File: src/design/des_pkg.sv
// Shared types and constants for the dependency event scheduler.
package des_pkg;

    localparam int OP_W        = 3;
    localparam int EV_W        = 6;
    localparam int DELAY_W     = 32;
    localparam int MASK_W      = 64;
    localparam int TICK_OUT_W  = 64;
    localparam int ST_W        = 3;
    localparam int EXEC_W      = 32;

    localparam int IN_TUSER_W  = OP_W;
    localparam int IN_EV_LSB   = 0;
    localparam int IN_SEC_LSB  = IN_EV_LSB + EV_W;
    localparam int IN_DLY_LSB  = IN_SEC_LSB + EV_W;
    localparam int IN_MASK_LSB = IN_DLY_LSB + DELAY_W;
    localparam int IN_USED_W   = IN_MASK_LSB + MASK_W;
    localparam int IN_TDATA_W  = ((IN_USED_W + 7) / 8) * 8;

    localparam int OUT_EV_LSB   = 0;
    localparam int OUT_TICK_LSB = OUT_EV_LSB + EV_W;
    localparam int OUT_ST_LSB   = OUT_TICK_LSB + TICK_OUT_W;
    localparam int OUT_EXEC_LSB = OUT_ST_LSB + ST_W;
    localparam int OUT_USED_W   = OUT_EXEC_LSB + EXEC_W;
    localparam int OUT_TDATA_W  = ((OUT_USED_W + 7) / 8) * 8;

    typedef enum logic [OP_W-1:0] {
        OP_SCHED    = 3'd0,
        OP_OVER     = 3'd1,
        OP_PAUSE    = 3'd2,
        OP_NEXT     = 3'd3,
        OP_COMPLETE = 3'd4,
        OP_SKIP     = 3'd5
    } op_t;

    typedef enum logic [ST_W-1:0] {
        ST_OK      = 3'd0,
        ST_DUP     = 3'd1,
        ST_SELF    = 3'd2,
        ST_EMPTY   = 3'd3,
        ST_REFUSED = 3'd4,
        ST_FULL    = 3'd5
    } status_t;

    typedef enum logic [4:0] {
        UOP_NONE,
        UOP_LATCH,
        UOP_SCHED_PUSH,
        UOP_SKIP,
        UOP_SCAN_INIT,
        UOP_Q_RD_IDX,
        UOP_FIND_CMP,
        UOP_W_RD_B,
        UOP_OVER_W_WR,
        UOP_OVER_FIN,
        UOP_P_W_WR,
        UOP_B_RD_IDX,
        UOP_P_B_WR,
        UOP_IDX_INC,
        UOP_CNT_DEC,
        UOP_Q_RD_CNT,
        UOP_Q_WR_HIT,
        UOP_MIN_UPD,
        UOP_SWAP0,
        UOP_SWAP1,
        UOP_NEXT_TAKE,
        UOP_Q_RD_LAST,
        UOP_Q_WR0_DEC,
        UOP_B_RD_A,
        UOP_C_LATCH,
        UOP_W_RD_IDX,
        UOP_C_W_WR,
        UOP_C_CLEAR,
        UOP_OUT_LOAD
    } uop_t;

    typedef struct packed {
        uop_t    uop;
        logic    set_status;
        status_t status;
    } cmd_t;

    typedef struct packed {
        logic [OP_W-1:0] op;
        logic a_ok;
        logic b_ok;
        logic sched_a;
        logic self_dep;
        logic count_zero;
        logic count_gt1;
        logic full;
        logic idx_at_count;
        logic idx_at_ev;
        logic dmask_bit;
        logic bits_bit;
        logic match;
        logic found;
        logic hit_zero;
        logic out_busy;
    } stat_t;

endpackage

File: src/design/des_ctrl.sv
// Scheduler controller: sequences each operation as datapath micro-operations.
module des_ctrl (
    input  logic           clk,
    input  logic           rst_n,
    input  logic           s_tvalid,
    output logic           s_tready,
    input  des_pkg::stat_t stat,
    output des_pkg::cmd_t  cmd
);

    typedef enum logic [4:0] {
        S_IDLE,
        S_DISP,
        S_FIND,
        S_FIND_CMP,
        S_FIND_DONE,
        S_OVER_W,
        S_OVER_B,
        S_PW_WR,
        S_PB,
        S_PB_WR,
        S_P_RD,
        S_P_WR,
        S_MIN,
        S_MIN_CMP,
        S_SWAP0,
        S_SWAP1,
        S_NX_TAKE,
        S_NX_LAST,
        S_NX_WR,
        S_C_LATCH,
        S_C_LOOP,
        S_C_UPD,
        S_FIN
    } state_t;

    state_t state_reg;
    state_t state_next;
    logic   ret_next_reg;
    logic   ret_next_next;

    always_comb
    begin
        state_next     = state_reg;
        ret_next_next  = ret_next_reg;
        s_tready       = 1'b0;
        cmd.uop        = des_pkg::UOP_NONE;
        cmd.set_status = 1'b0;
        cmd.status     = des_pkg::ST_OK;
        case (state_reg)
            S_IDLE:
            begin
                s_tready = 1'b1;
                if (s_tvalid)
                begin
                    cmd.uop    = des_pkg::UOP_LATCH;
                    state_next = S_DISP;
                end
            end
            S_DISP:
            begin
                state_next = S_FIN;
                case (stat.op)
                    des_pkg::OP_SCHED:
                    begin
                        if (stat.a_ok)
                        begin
                            if (stat.sched_a)
                            begin
                                cmd.set_status = 1'b1;
                                cmd.status     = des_pkg::ST_DUP;
                            end
                            else if (stat.full)
                            begin
                                cmd.set_status = 1'b1;
                                cmd.status     = des_pkg::ST_FULL;
                            end
                            else
                            begin
                                cmd.uop = des_pkg::UOP_SCHED_PUSH;
                            end
                        end
                    end
                    des_pkg::OP_OVER:
                    begin
                        if (stat.a_ok && stat.b_ok)
                        begin
                            if (stat.sched_a)
                            begin
                                cmd.set_status = 1'b1;
                                cmd.status     = des_pkg::ST_DUP;
                            end
                            else
                            begin
                                cmd.uop    = des_pkg::UOP_SCAN_INIT;
                                state_next = S_FIND;
                            end
                        end
                    end
                    des_pkg::OP_PAUSE:
                    begin
                        if (stat.b_ok)
                        begin
                            if (stat.self_dep)
                            begin
                                cmd.set_status = 1'b1;
                                cmd.status     = des_pkg::ST_SELF;
                            end
                            else
                            begin
                                cmd.uop    = des_pkg::UOP_W_RD_B;
                                state_next = S_PW_WR;
                            end
                        end
                    end
                    des_pkg::OP_NEXT:
                    begin
                        if (stat.count_zero)
                        begin
                            cmd.set_status = 1'b1;
                            cmd.status     = des_pkg::ST_EMPTY;
                        end
                        else
                        begin
                            cmd.uop       = des_pkg::UOP_SCAN_INIT;
                            ret_next_next = 1'b1;
                            state_next    = S_MIN;
                        end
                    end
                    des_pkg::OP_COMPLETE:
                    begin
                        if (stat.a_ok)
                        begin
                            cmd.uop    = des_pkg::UOP_B_RD_A;
                            state_next = S_C_LATCH;
                        end
                    end
                    des_pkg::OP_SKIP:
                    begin
                        if (stat.count_zero)
                        begin
                            cmd.uop = des_pkg::UOP_SKIP;
                        end
                        else
                        begin
                            cmd.set_status = 1'b1;
                            cmd.status     = des_pkg::ST_REFUSED;
                        end
                    end
                    default:
                    begin
                    end
                endcase
            end
            S_FIND:
            begin
                if (stat.idx_at_count)
                begin
                    state_next = S_FIND_DONE;
                end
                else
                begin
                    cmd.uop    = des_pkg::UOP_Q_RD_IDX;
                    state_next = S_FIND_CMP;
                end
            end
            S_FIND_CMP:
            begin
                cmd.uop    = des_pkg::UOP_FIND_CMP;
                state_next = stat.match ? S_FIND_DONE : S_FIND;
            end
            S_FIND_DONE:
            begin
                state_next = S_FIN;
                if (stat.op == des_pkg::OP_OVER)
                begin
                    if (!stat.found && stat.full)
                    begin
                        cmd.set_status = 1'b1;
                        cmd.status     = des_pkg::ST_FULL;
                    end
                    else
                    begin
                        cmd.uop    = des_pkg::UOP_W_RD_B;
                        state_next = S_OVER_W;
                    end
                end
                else if (stat.found)
                begin
                    cmd.uop    = des_pkg::UOP_CNT_DEC;
                    state_next = S_P_RD;
                end
            end
            S_OVER_W:
            begin
                cmd.uop    = des_pkg::UOP_OVER_W_WR;
                state_next = S_OVER_B;
            end
            S_OVER_B:
            begin
                cmd.uop    = des_pkg::UOP_OVER_FIN;
                state_next = S_FIN;
            end
            S_PW_WR:
            begin
                cmd.uop    = des_pkg::UOP_P_W_WR;
                state_next = S_PB;
            end
            S_PB:
            begin
                if (stat.idx_at_ev)
                begin
                    cmd.uop    = des_pkg::UOP_SCAN_INIT;
                    state_next = S_FIND;
                end
                else if (stat.dmask_bit)
                begin
                    cmd.uop    = des_pkg::UOP_B_RD_IDX;
                    state_next = S_PB_WR;
                end
                else
                begin
                    cmd.uop = des_pkg::UOP_IDX_INC;
                end
            end
            S_PB_WR:
            begin
                cmd.uop    = des_pkg::UOP_P_B_WR;
                state_next = S_PB;
            end
            S_P_RD:
            begin
                cmd.uop    = des_pkg::UOP_Q_RD_CNT;
                state_next = S_P_WR;
            end
            S_P_WR:
            begin
                cmd.uop = des_pkg::UOP_Q_WR_HIT;
                // The head moved, so the minimum goes back to the front.
                if (stat.hit_zero)
                begin
                    ret_next_next = 1'b0;
                    state_next    = S_MIN;
                end
                else
                begin
                    state_next = S_FIN;
                end
            end
            S_MIN:
            begin
                if (stat.idx_at_count)
                begin
                    state_next = stat.count_zero ? S_FIN : S_SWAP0;
                end
                else
                begin
                    cmd.uop    = des_pkg::UOP_Q_RD_IDX;
                    state_next = S_MIN_CMP;
                end
            end
            S_MIN_CMP:
            begin
                cmd.uop    = des_pkg::UOP_MIN_UPD;
                state_next = S_MIN;
            end
            S_SWAP0:
            begin
                cmd.uop    = des_pkg::UOP_SWAP0;
                state_next = S_SWAP1;
            end
            S_SWAP1:
            begin
                cmd.uop    = des_pkg::UOP_SWAP1;
                state_next = ret_next_reg ? S_NX_TAKE : S_FIN;
            end
            S_NX_TAKE:
            begin
                cmd.uop    = des_pkg::UOP_NEXT_TAKE;
                state_next = S_NX_LAST;
            end
            S_NX_LAST:
            begin
                if (stat.count_gt1)
                begin
                    cmd.uop    = des_pkg::UOP_Q_RD_LAST;
                    state_next = S_NX_WR;
                end
                else
                begin
                    cmd.uop    = des_pkg::UOP_CNT_DEC;
                    state_next = S_FIN;
                end
            end
            S_NX_WR:
            begin
                cmd.uop    = des_pkg::UOP_Q_WR0_DEC;
                state_next = S_FIN;
            end
            S_C_LATCH:
            begin
                cmd.uop    = des_pkg::UOP_C_LATCH;
                state_next = S_C_LOOP;
            end
            S_C_LOOP:
            begin
                if (stat.idx_at_ev)
                begin
                    cmd.uop    = des_pkg::UOP_C_CLEAR;
                    state_next = S_FIN;
                end
                else if (stat.bits_bit)
                begin
                    cmd.uop    = des_pkg::UOP_W_RD_IDX;
                    state_next = S_C_UPD;
                end
                else
                begin
                    cmd.uop = des_pkg::UOP_IDX_INC;
                end
            end
            S_C_UPD:
            begin
                cmd.uop    = des_pkg::UOP_C_W_WR;
                state_next = S_C_LOOP;
            end
            S_FIN:
            begin
                if (!stat.out_busy)
                begin
                    cmd.uop    = des_pkg::UOP_OUT_LOAD;
                    state_next = S_IDLE;
                end
            end
            default:
            begin
                state_next = S_IDLE;
            end
        endcase
    end

    always_ff @(posedge clk or negedge rst_n)
    begin
        if (!rst_n)
        begin
            state_reg    <= S_IDLE;
            ret_next_reg <= 1'b0;
        end
        else
        begin
            state_reg    <= state_next;
            ret_next_reg <= ret_next_next;
        end
    end

endmodule

File: config.mk
export PLATFORM = sky130hd
export DESIGN_NAME = des_ctrl
export DESIGN_NICKNAME = d
export VERILOG_FILES = /design/src/design/des_pkg.sv /design/src/design/des_ctrl.sv
export SDC_FILE = /design/constraint.sdc
export NUM_CORES = 1
export LEC_CHECK = 0
export ABC_AREA = 1
export BUFFER_PORTS_ARGS = -buffer_cell sky130_fd_sc_hd__buf_2
export CORE_UTILIZATION = 47
export DETAILED_ROUTE_END_ITERATION = 16
export GPL_TIMING_DRIVEN = 0
export PLACE_DENSITY = 0.69
export SYNTH_ARGS = -nofsm -noshare
export SYNTH_HDL_FRONTEND = slang
export SYNTH_SLANG_ARGS = --single-unit
export TNS_END_PERCENT = 5
File: constraint.sdc
create_clock -name clk -period 3.4 [get_ports clk]
set_input_delay 0.51 -clock clk [delete_from_list [all_inputs] [get_ports clk]]
set_output_delay 0.51 -clock clk [all_outputs]
set_load 0.05 [all_outputs]
# [After elaboration in Yosys (flattened, before gate mapping)]
# Index checks and enable logic that the tools add are counted.
[totals] regBits=6 inputBits=21 wordCells=110 out_inout_bits=10
[op_classes] n_mux=62 n_eq_ne=34 reduce_logical=12
[ops] op="$mux 5" n=24
[ops] op="$pmux 5 s22" n=1
[ops] op="$pmux 5 s20" n=1
[ops] op="$eq 5x4->1 const B" n=8
[ops] op="$mux 4" n=10
[ops] op="$eq 5x5->1 const B" n=7
[ops] op="$mux 3" n=11
[ops] op="$pmux 5 s6" n=1
[ops] op="$eq 5x3->1 const B" n=4
[ops] op="$pmux 4 s5" n=1
[ops] op="$pmux 5 s4" n=1
[ops] op="$mux 7" n=2
[ops] op="$eq 5x2->1 const B" n=2
[ops] op="$mux 9" n=1
[ops] op="$ne 2x2->1 const B" n=4
[ops] op="$pmux 4 s2" n=1
[ops] op="$reduce_and 4->1" n=2
[ops] op="$reduce_or 2->1" n=4
[ops] op="$eq 3x2->1 const B" n=2
[ops] op="$eq 3x3->1 const B" n=2
[ops] op="$ne 3x3->1 const B" n=2
[ops] op="$eq 5x1->1 const B" n=1
[ops] op="$logic_not 5->1" n=1
[ops] op="$mux 1" n=5
[ops] op="other kinds (8)" n=10

# [Longest topological paths before layout]
# Gate-level depths: netlist of run 1.
[logic_depth] depth_word=5 mapped_depth=11 depth_no_buf=11

# [Least setup slack after synthesis of run 1]
# No wires, ideal clock.
[synth_timing] path_type="input to output" startpoint="input port stat[17] (netlist name)" endpoint="output port cmd[3] (netlist name)" t_arrival_ns=1.914 stages=8 slack_ns=0.976 cell_sequence="inv_1 > nand2_1 > nor2_1 > nand2_1 > nand3_1 > nand2_1 > nand2_1 > or2_1"
[synth_lines] item="start, declared" line="des_ctrl.sv:7" rtl="input des_pkg::stat_t stat,"
[synth_lines] item="end, declared" line="des_ctrl.sv:8" rtl="output des_pkg::cmd_t cmd"

==> flow_summary.ini, run 1 <==
[run_status]
status = complete, no violations

[sta]
fin_crit_sh_pct = 75.30
drv_slew = 0
setup_violations = 0
worst_pin_slew_ns = 0.6143
max_freq_ghz = 0.3906
rsz0062_at_grt = no
hold_viol = 0
slew_headroom_pct = 58.73
finalSetupTns_ns = 0
final.min_clock_period_ns = 2.560
fin_skew_ns = 0.003576

[clock_tree]
clk_pin_slew_ns = 0.04
cts_tree = built
cts_resized = 0
hold_buffers = 0
cts-root-buf = clkbuf_4
clk_latency_ns = 0.24
cts_buffers = 3
cts_buffer_depth = 2
htree_levels = 1
postCtsSetupRepairBufs = 0
clock_sinks = 6

[setup_path]
crit_required_ns = 2.89
cp-start-kind = register
criticalPathCategory = reg2out
timing.critical_path.to_type = output pin
arrival_ns = 2.05
critPathMaxFanout = 5

[yosys]
syn_area_um2 = 1215
ys_ff_latch = 6
synth.avg_cell_area_um2 = 4.979
yosysWarnings = 0
yosysSeqAreaShare_pct = 12.36
ys.flop_type = dfrtp_1
synth.net_count = 265
synth_edf_count = 0
synthArstFlopShare_pct = 100.0
yosys.cell_types.count = 24
syn-instance-count = 244

[power_and_ir_drop]
power.switching_uw = 742.2
p_seq_share_pct = 12.9
intPower_uw = 388.3
ir_drop_mv = 0.5714
p_sw_share_pct = 65.65
p_leak_nw = 0.8858
p_clk_share_pct = 5.6
p_total_mw = 1.131
p_per_area_nw_per_um2 = 793.3
combPwrFrac_pct = 81.5

[route]
via_per_inst = 5.248
wl_um = 3754
drtIter0Drc = 88
drc_errors = 0
routedWlPerCell_um = 12.23
route.antenna.remaining_nets = 0
dr.pass1.iters = 4
dr_total_vias = 1611

[global_route]
antenna_found_initial = 0
grt_overflow = 0
first_global_vias = 1343
grt_max_degree = 11
grt_usage_pct = 29.80
grt_pass1_wl_um = 6065

[floorplanning]
ios = 31
core_um2 = 2455
rows = 18
chipWidth_um = 52.84
die_h_um = 52.84
die_area_um2 = 2792
start_util_pct = 49.49

[cells_and_area]
diodes = 0
largest_register_ffs = 5
fin_area_um2 = 1425
multi_input_area_um2 = 922.1
nNetsFinal = 300
fillers = 288
seq_area_um2 = 150.1
areaGrowthSynthToFinish_pct = 17.30
drive_gt1_share_pct = 17.33

[placed_design]
port_buffers = 30
placed_cell_area_um2 = 1403
dp_hpwl_um = 3223
gp_congestion = 0.9595

[run]
max-cap-violations = 0

[worst_hold_path]
hold_path_class = in2async
-- power groups by stage --
stage	Combinational, mW	Sequential (mW)	Clock, mW
after floorplan	0.704	0.139	0
after global placement	0.918	0.146	0
after detailed placement	0.916	0.146	0
after CTS	0.919	0.146	0.0658
after global routing	1.01	0.153	0.0697
final	0.921	0.146	0.0632
-- placed cells by master, fill, tap and decap left out, types with 2 or more instances in the layout --
master    count
o211ai_1      2
inv_1        32
a21oi_1       7
nand3_1      26
buf_2        30
inv_2         3
clkbuf_4      3
nor2_1       42
nand2_2       3
nand2_1      75
o21ai_0      11
nor2_2        3
nor2_4        3
dfrtp_1       6
or2_1         2
nand4_1       9
nor3_1       11
-- synth_stat cells (all sizes together) (2+ instances only) --
master | n | share of area, %
or2 | 3 | 1.5
o21ai | 12 | 5.3
nor3 | 11 | 4.5
dfrtp | 6 | 12
nand4 | 9 | 4.6
a21oi | 7 | 2.9
nand3 | 26 | 11
inv | 35 | 11
nor2 | 48 | 17
o211ai | 2 | 1.2
nand2 | 78 | 25
-- critical path, cell delays in order (launching register included) --
cell     delay [ns]
dfrtp_1        0.42
nor3_1         0.55
nand2_1        0.21
nand2_1        0.14
nor2_1         0.05
o21ai_0        0.08
nor2_1         0.07
nand2_1        0.05
buf_2          0.25
-- cell families after synthesis --
group	share of synthesized area, %
AO/OA/AOI/OAI	11.84
AND/OR/NAND/NOR	64.06
buffers and inverters	11.74
flip-flops	12.36
-- per-stage QoR --
| stage | instances | utilization, % | hold slack [ns] | setup slack, ns |
|---|---|---|---|---|
| 2_1_floorplan | 244 | - | 0.2144 | 0.9757 |
| 3_3_place_gp | 304 | 57.14 | 0.3344 | 1.037 |
| 3_5_place_dp | 304 | 57.14 | 0.3376 | 1.056 |
| 4_1_cts | 307 | 58.05 | 0.07933 | 0.8567 |
| 5_1_grt | 307 | 58.05 | 0.07785 | 0.5832 |
| 6_report | 307 | 58.05 | 0.08025 | 0.8399 |
-- layer usage --
layer | global-route usage (%) | part of all wire (%) | up-vias | routed length (um)
li1 | - | - | 858 | -
met5 | 0 | 0 | - | 0
met4 | 7.456 | 1.2 | 0 | 46
met2 | 48.95 | 46 | 60 | 1743
met3 | 2.319 | 7.5 | 4 | 283
met1 | 41.41 | 45 | 689 | 1681
-- cell type report --
| class | count | area share, % |
|---|---|---|
| tap | 30 | 2.634 |
| timing repair buffer | 30 | 10.54 |
| buffer | 1 | 0.5268 |
| inverter | 36 | 9.482 |
| multi-input combinational | 201 | 64.71 |
| sequential | 6 | 10.54 |
| clock buffer | 3 | 1.580 |
-- path summary, 6_finish.rpt --
path | startpoint | end | slack, ns | cells after the start
max in group asynchronous | rst_n | ret_next_reg | 3.18 | 1
min in group clk | ret_next_reg | ret_next_reg | 0.55 | 2
hold reg to reg | ret_next_reg | ret_next_reg | 0.55 | 2
setup / recovery | state_reg[0] | cmd[5] | 0.84 | 8
hold / removal | rst_n | state_reg[1] | 0.08 | 1
setup reg to reg | state_reg[0] | state_reg[0] | 1.76 | 7
(Power assumes the default switching activity.)
==> inputs of run 2 (changes only) <==
==> constraint.sdc (replaced) <==
create_clock -name clk -period 2.65 [get_ports clk]
set_input_delay 0.3975 -clock clk [delete_from_list [all_inputs] [get_ports clk]]
set_output_delay 0.3975 -clock clk [all_outputs]
set_load 0.05 [all_outputs]
==> run 2 against run 1 <==
  * Worst hold slack better by 0.42 ns
  * Die area is the same
  * Via count up 1.4%
  * Wire length is 2.9% higher
  * First-iteration DRC count up 1.1%
  * Highest routed layer unchanged
==> flow_summary.ini, run 2 (synthesis results as in run 1) <==
[cells_and_area]
largest_register_ffs = 5
fin_area_um2 = 1468
layout_commonest_cell = nand2_1
final_cell_mix = nand2_1, nor2_1, inv_1
areaGrowthSynthToFinish_pct = 20.80
fillers = 283
diodes = 0
finalNonFillerCells = 311
drive_gt1_share_pct = 18.86
seq_area_um2 = 150.1
multi_input_area_um2 = 929.6
nNetsFinal = 304

[route]
route.antenna.remaining_nets = 0
routedWlPerCell_um = 12.41
via_per_inst = 5.251
dr.pass1.iters = 5
wl_um = 3861
drtIter0Drc = 89
dr_total_vias = 1633
drc_errors = 0

[setup_path]
crit_required_ns = 2.25
cpPeakStageDelay_ns = 0.43
rrSetupSlack_ns = 1.05
criticalPathCategory = reg2out
cp-start-kind = register
arrival_ns = 2.03
crit_buf_inv = 2
critPathMaxFanout = 5
cp_top_family = simple AND/OR/NAND/NOR gates
crit_chain = nor2_2, nand2_2, nor2_2, inv_1, nor2_1, nor2_1, nand2_1, nor2_1, nand2_1, buf_2
path_common_cell = nor2_1
timing.critical_path.to_type = output pin
critical_path.slowest_cell = dfrtp_1

[floorplanning]
chipWidth_um = 52.84
die_h_um = 52.84
core_um2 = 2455
die_area_um2 = 2792
start_util_pct = 49.49
rows = 18
ios = 31

[sta]
rsz0062_at_grt = no
fin_skew_ns = 0.003724
drv_slew = 0
max_freq_ghz = 0.4128
fin_crit_sh_pct = 91.42
slew_headroom_pct = 73.74
setup_violations = 0
finalSetupTns_ns = 0
hold_viol = 0
layout_setup_ws_ns = 0.2274
worst_pin_slew_ns = 0.3925
final.min_clock_period_ns = 2.423

[placed_design]
placed_cell_area_um2 = 1403
dpl.cell_count = 304
place_ws_ns = 0.4968
port_buffers = 30
gp_congestion = 0.9595
dp_hpwl_um = 3223

[clock_tree]
clk_latency_ns = 0.24
clk_pin_slew_ns = 0.04
htree_levels = 1
cts-root-buf = clkbuf_4
cts_buffers = 3
cts_buffer_depth = 2
clock_sinks = 6
cts_tree = built

[power_and_ir_drop]
p_per_area_nw_per_um2 = 1019
ir_drop_mv = 0.7389
p_total_mw = 1.496
p_leak_nw = 0.9077

[global_route]
grt_overflow = 0
first_global_vias = 1349
antenna_found_initial = 0
grt_usage_pct = 30.10
grt_pass1_wl_um = 6120
grt_max_degree = 11

[run_status]
status = complete, no violations

[worst_hold_path]
hold_path_class = in2reg

[run]
max-cap-violations = 0
==> run 2: cell types whose count changed in the layout (fill, tap and decap cells not counted), sizes merged <==
cell / delta
buf: +2
clkbuf: +1
dlygate4sd3: +1
==> run 2: power by group <==
group          internal, mW  switching, mW
Combinational         0.336          0.888
Sequential            0.137         0.0536
Clock                0.0510         0.0301
Total                 0.524          0.972
==> run 2: stage by stage <==
step | hold WS (ns) | utilization [%]
after global routing | 0.4976 | 59.79
after global placement | 0.2219 | 57.14
after floorplan | 0.1019 | -
final | 0.5025 | 59.79
after detailed placement | 0.2251 | 57.14
after CTS | 0.5022 | 58.46
==> run 2: per-layer routing <==
| layer | share of wire [%] | GRT usage [%] | vias to the layer above |
|---|---|---|---|
| li1 | - | - | 867 |
| met4 | 1.2 | 7.456 | 0 |
| met2 | 46 | 49.79 | 59 |
| met3 | 6.1 | 2.319 | 4 |
| met1 | 46 | 41.58 | 703 |
| met5 | 0 | 0 | - |
==> run 2: tightest hold or removal path, delay by kind of cell <==
kind,cells,cell delay (ns)
buffers and inverters,1,0.09
and+or+nand+nor,2,0.22
==> run 2: path summary, 6_finish.rpt <==
path | start | end | cells past startpoint
worst max-delay path | state_reg[0] | cmd[5] | 10
worst min-delay path | stat[0] | state_reg[1] | 3
worst max register to register | state_reg[0] | state_reg[2] | 10
worst min register to register | ret_next_reg | ret_next_reg | 2
max in group asynchronous | rst_n | ret_next_reg | 2
min in group asynchronous | rst_n | state_reg[1] | 2
==> run 2: layout make-up <==
class	instances	area share, %
Sequential cell	6	10.23
Multi-Input combinational cell	201	63.34
Timing Repair Buffer	34	12.62
Buffer	1	0.5115
Inverter	36	9.207
Tap cell	30	2.558
Clock buffer	3	1.535
==> run 2: timing repair <==
| item | 4_1_cts | 5_1_grt |
|---|---|---|
| setup buffers | 0 | 3 |
| endpoints found under the hold margin | 6 | 0 |
| hold buffers | 1 | 0 |
| gates resized for setup | 0 | 3 |
| setup endpoints to repair | 0 | 2 |
==> inputs of run 3 (changes only) <==
==> constraint.sdc (replaced) <==
create_clock -name clk -period 2.65 [get_ports clk]
set_input_delay 0.3975 -clock clk [delete_from_list [all_inputs] [get_ports clk]]
set_output_delay 0.3975 -clock clk [all_outputs]
set_load 0.02 [all_outputs]
==> run 3 against run 2 <==
  * Register-to-register slack got worse by 0.07 ns
  * Combinational power shrank 19%
  * Highest routed layer unchanged
  * Worst hold slack improved by 0.0067 ns
==> flow_summary.ini, run 3 (synthesis results as in run 1) <==
[route]
via_per_inst = 5.263
drtIter0Drc = 89
drc_errors = 0
routedWlPerCell_um = 12.45
route.antenna.remaining_nets = 0
wl_um = 3834
dr.pass1.iters = 4
dr_total_vias = 1621

[cells_and_area]
nNetsFinal = 301
largest_register_ffs = 5
fillers = 287
diodes = 0
drive_gt1_share_pct = 17.27
layout_commonest_cell = nand2_1
areaGrowthSynthToFinish_pct = 18.13
final_cell_mix = nand2_1, nor2_1, inv_1

[clock_tree]
clk_pin_slew_ns = 0.04
clk_latency_ns = 0.24
cts-root-buf = clkbuf_4
clock_sinks = 6
postCtsSetupRepairBufs = 0
htree_levels = 1
cts_buffer_depth = 2
cts_buffers = 3
cts_tree = built
hold_buffers = 1
cts_resized = 0

[setup_path]
crit_required_ns = 2.25
critical_path.slowest_cell = nor3_1
critPathMaxFanout = 5
crit_chain = nor3_1, nand2_1, nand2_1, nor2_1, o21ai_0, nor2_1, nand2_1, buf_2
criticalPathCategory = reg2out
arrival_ns = 1.98
timing.critical_path.to_type = output pin
cp-start-kind = register
path_common_cell = nand2_1
cpPeakStageDelay_ns = 0.57

[global_route]
first_global_vias = 1349
grt_pass1_wl_um = 6120
grt_max_degree = 11
antenna_found_initial = 0
grt_overflow = 0
grt_usage_pct = 30.10

[power_and_ir_drop]
power.switching_uw = 758.3
p_leak_nw = 0.8900
p_per_area_nw_per_um2 = 876.0
p_clk_share_pct = 6.5
ir_drop_mv = 0.7037
p_total_mw = 1.257
p_sw_share_pct = 60.32
intPower_uw = 498.8
p_seq_share_pct = 14.9
combPwrFrac_pct = 78.6

[floorplanning]
start_util_pct = 49.49
die_area_um2 = 2792
chipWidth_um = 52.84
die_h_um = 52.84
core_um2 = 2455
ios = 31
rows = 18

[run_status]
status = complete, no violations

[sta]
hold_viol = 0
drv_slew = 0
final.min_clock_period_ns = 2.375
finalSetupTns_ns = 0
worst_pin_slew_ns = 0.6397
fin_crit_sh_pct = 89.61
rsz0062_at_grt = no
layout_setup_ws_ns = 0.2753
slew_headroom_pct = 57.03
fin_skew_ns = 0.003707
max_freq_ghz = 0.4211
setup_violations = 0

[placed_design]
place_ws_ns = 0.5961
port_buffers = 30
gp_congestion = 0.9595
dp_hpwl_um = 3223

[run]
max-cap-violations = 0

[worst_hold_path]
hold_path_class = in2reg
run 3: path summary, 6_finish.rpt:
kind	start	end	slack (ns)	cells after the start
hold / removal	stat[0]	state_reg[1]	0.51	3
setup / recovery	state_reg[0]	cmd[5]	0.28	8
setup reg to reg	state_reg[0]	state_reg[0]	0.98	7
max in group asynchronous	rst_n	ret_next_reg	1.97	2
min in group asynchronous	rst_n	state_reg[1]	0.54	2
hold reg to reg	ret_next_reg	ret_next_reg	0.55	2
run 3: critical path, delay by kind of cell, from the launching register on:
kind                   cells  cell delay, ns
buffers and inverters      1            0.15
AO/OA/AOI/OAI              1            0.08
flip-flops                 1            0.42
AND/OR/NAND/NOR            6            1.09
run 3: layout make-up:
| class | instances | area, um^2 | share of cell area (%) |
|---|---|---|---|
| Timing Repair Buffer | 31 | 160.2 | 11.16 |
| Sequential cell | 6 | 150.1 | 10.46 |
| Clock buffer | 3 | 22.52 | 1.569 |
| Inverter | 36 | 135.1 | 9.416 |
| Multi-Input combinational cell | 201 | 922.1 | 64.25 |
| Tap cell | 30 | 37.54 | 2.616 |
| Buffer | 1 | 7.507 | 0.5231 |
run 3: stage by stage:
stage / hold slack [ns] / area, um^2 / util, % / instances
after floorplan: 0.1019 / 1215 / - / 244
after global placement: 0.2219 / 1403 / 57.14 / 304
after detailed placement: 0.2251 / 1403 / 57.14 / 304
after CTS: 0.5022 / 1435 / 58.46 / 308
after global routing: 0.4976 / 1435 / 58.46 / 308
final: 0.5092 / 1435 / 58.46 / 308
run 3: power groups by stage:
stage / clock [mW] / combinational (mW) / sequential [mW]
after floorplan: 0 / 0.703 / 0.178
after global placement: 0 / 0.976 / 0.187
after detailed placement: 0 / 0.973 / 0.188
after CTS: 0.0845 / 0.978 / 0.187
after global routing: 0.0895 / 1.10 / 0.197
final: 0.0811 / 0.988 / 0.188
run 3: layer usage:
metal  GRT usage, %  wire length [um]
met2          49.79              1779
met3          2.319               259
met1          41.58              1749
met5              0                 0
met4          7.456                46
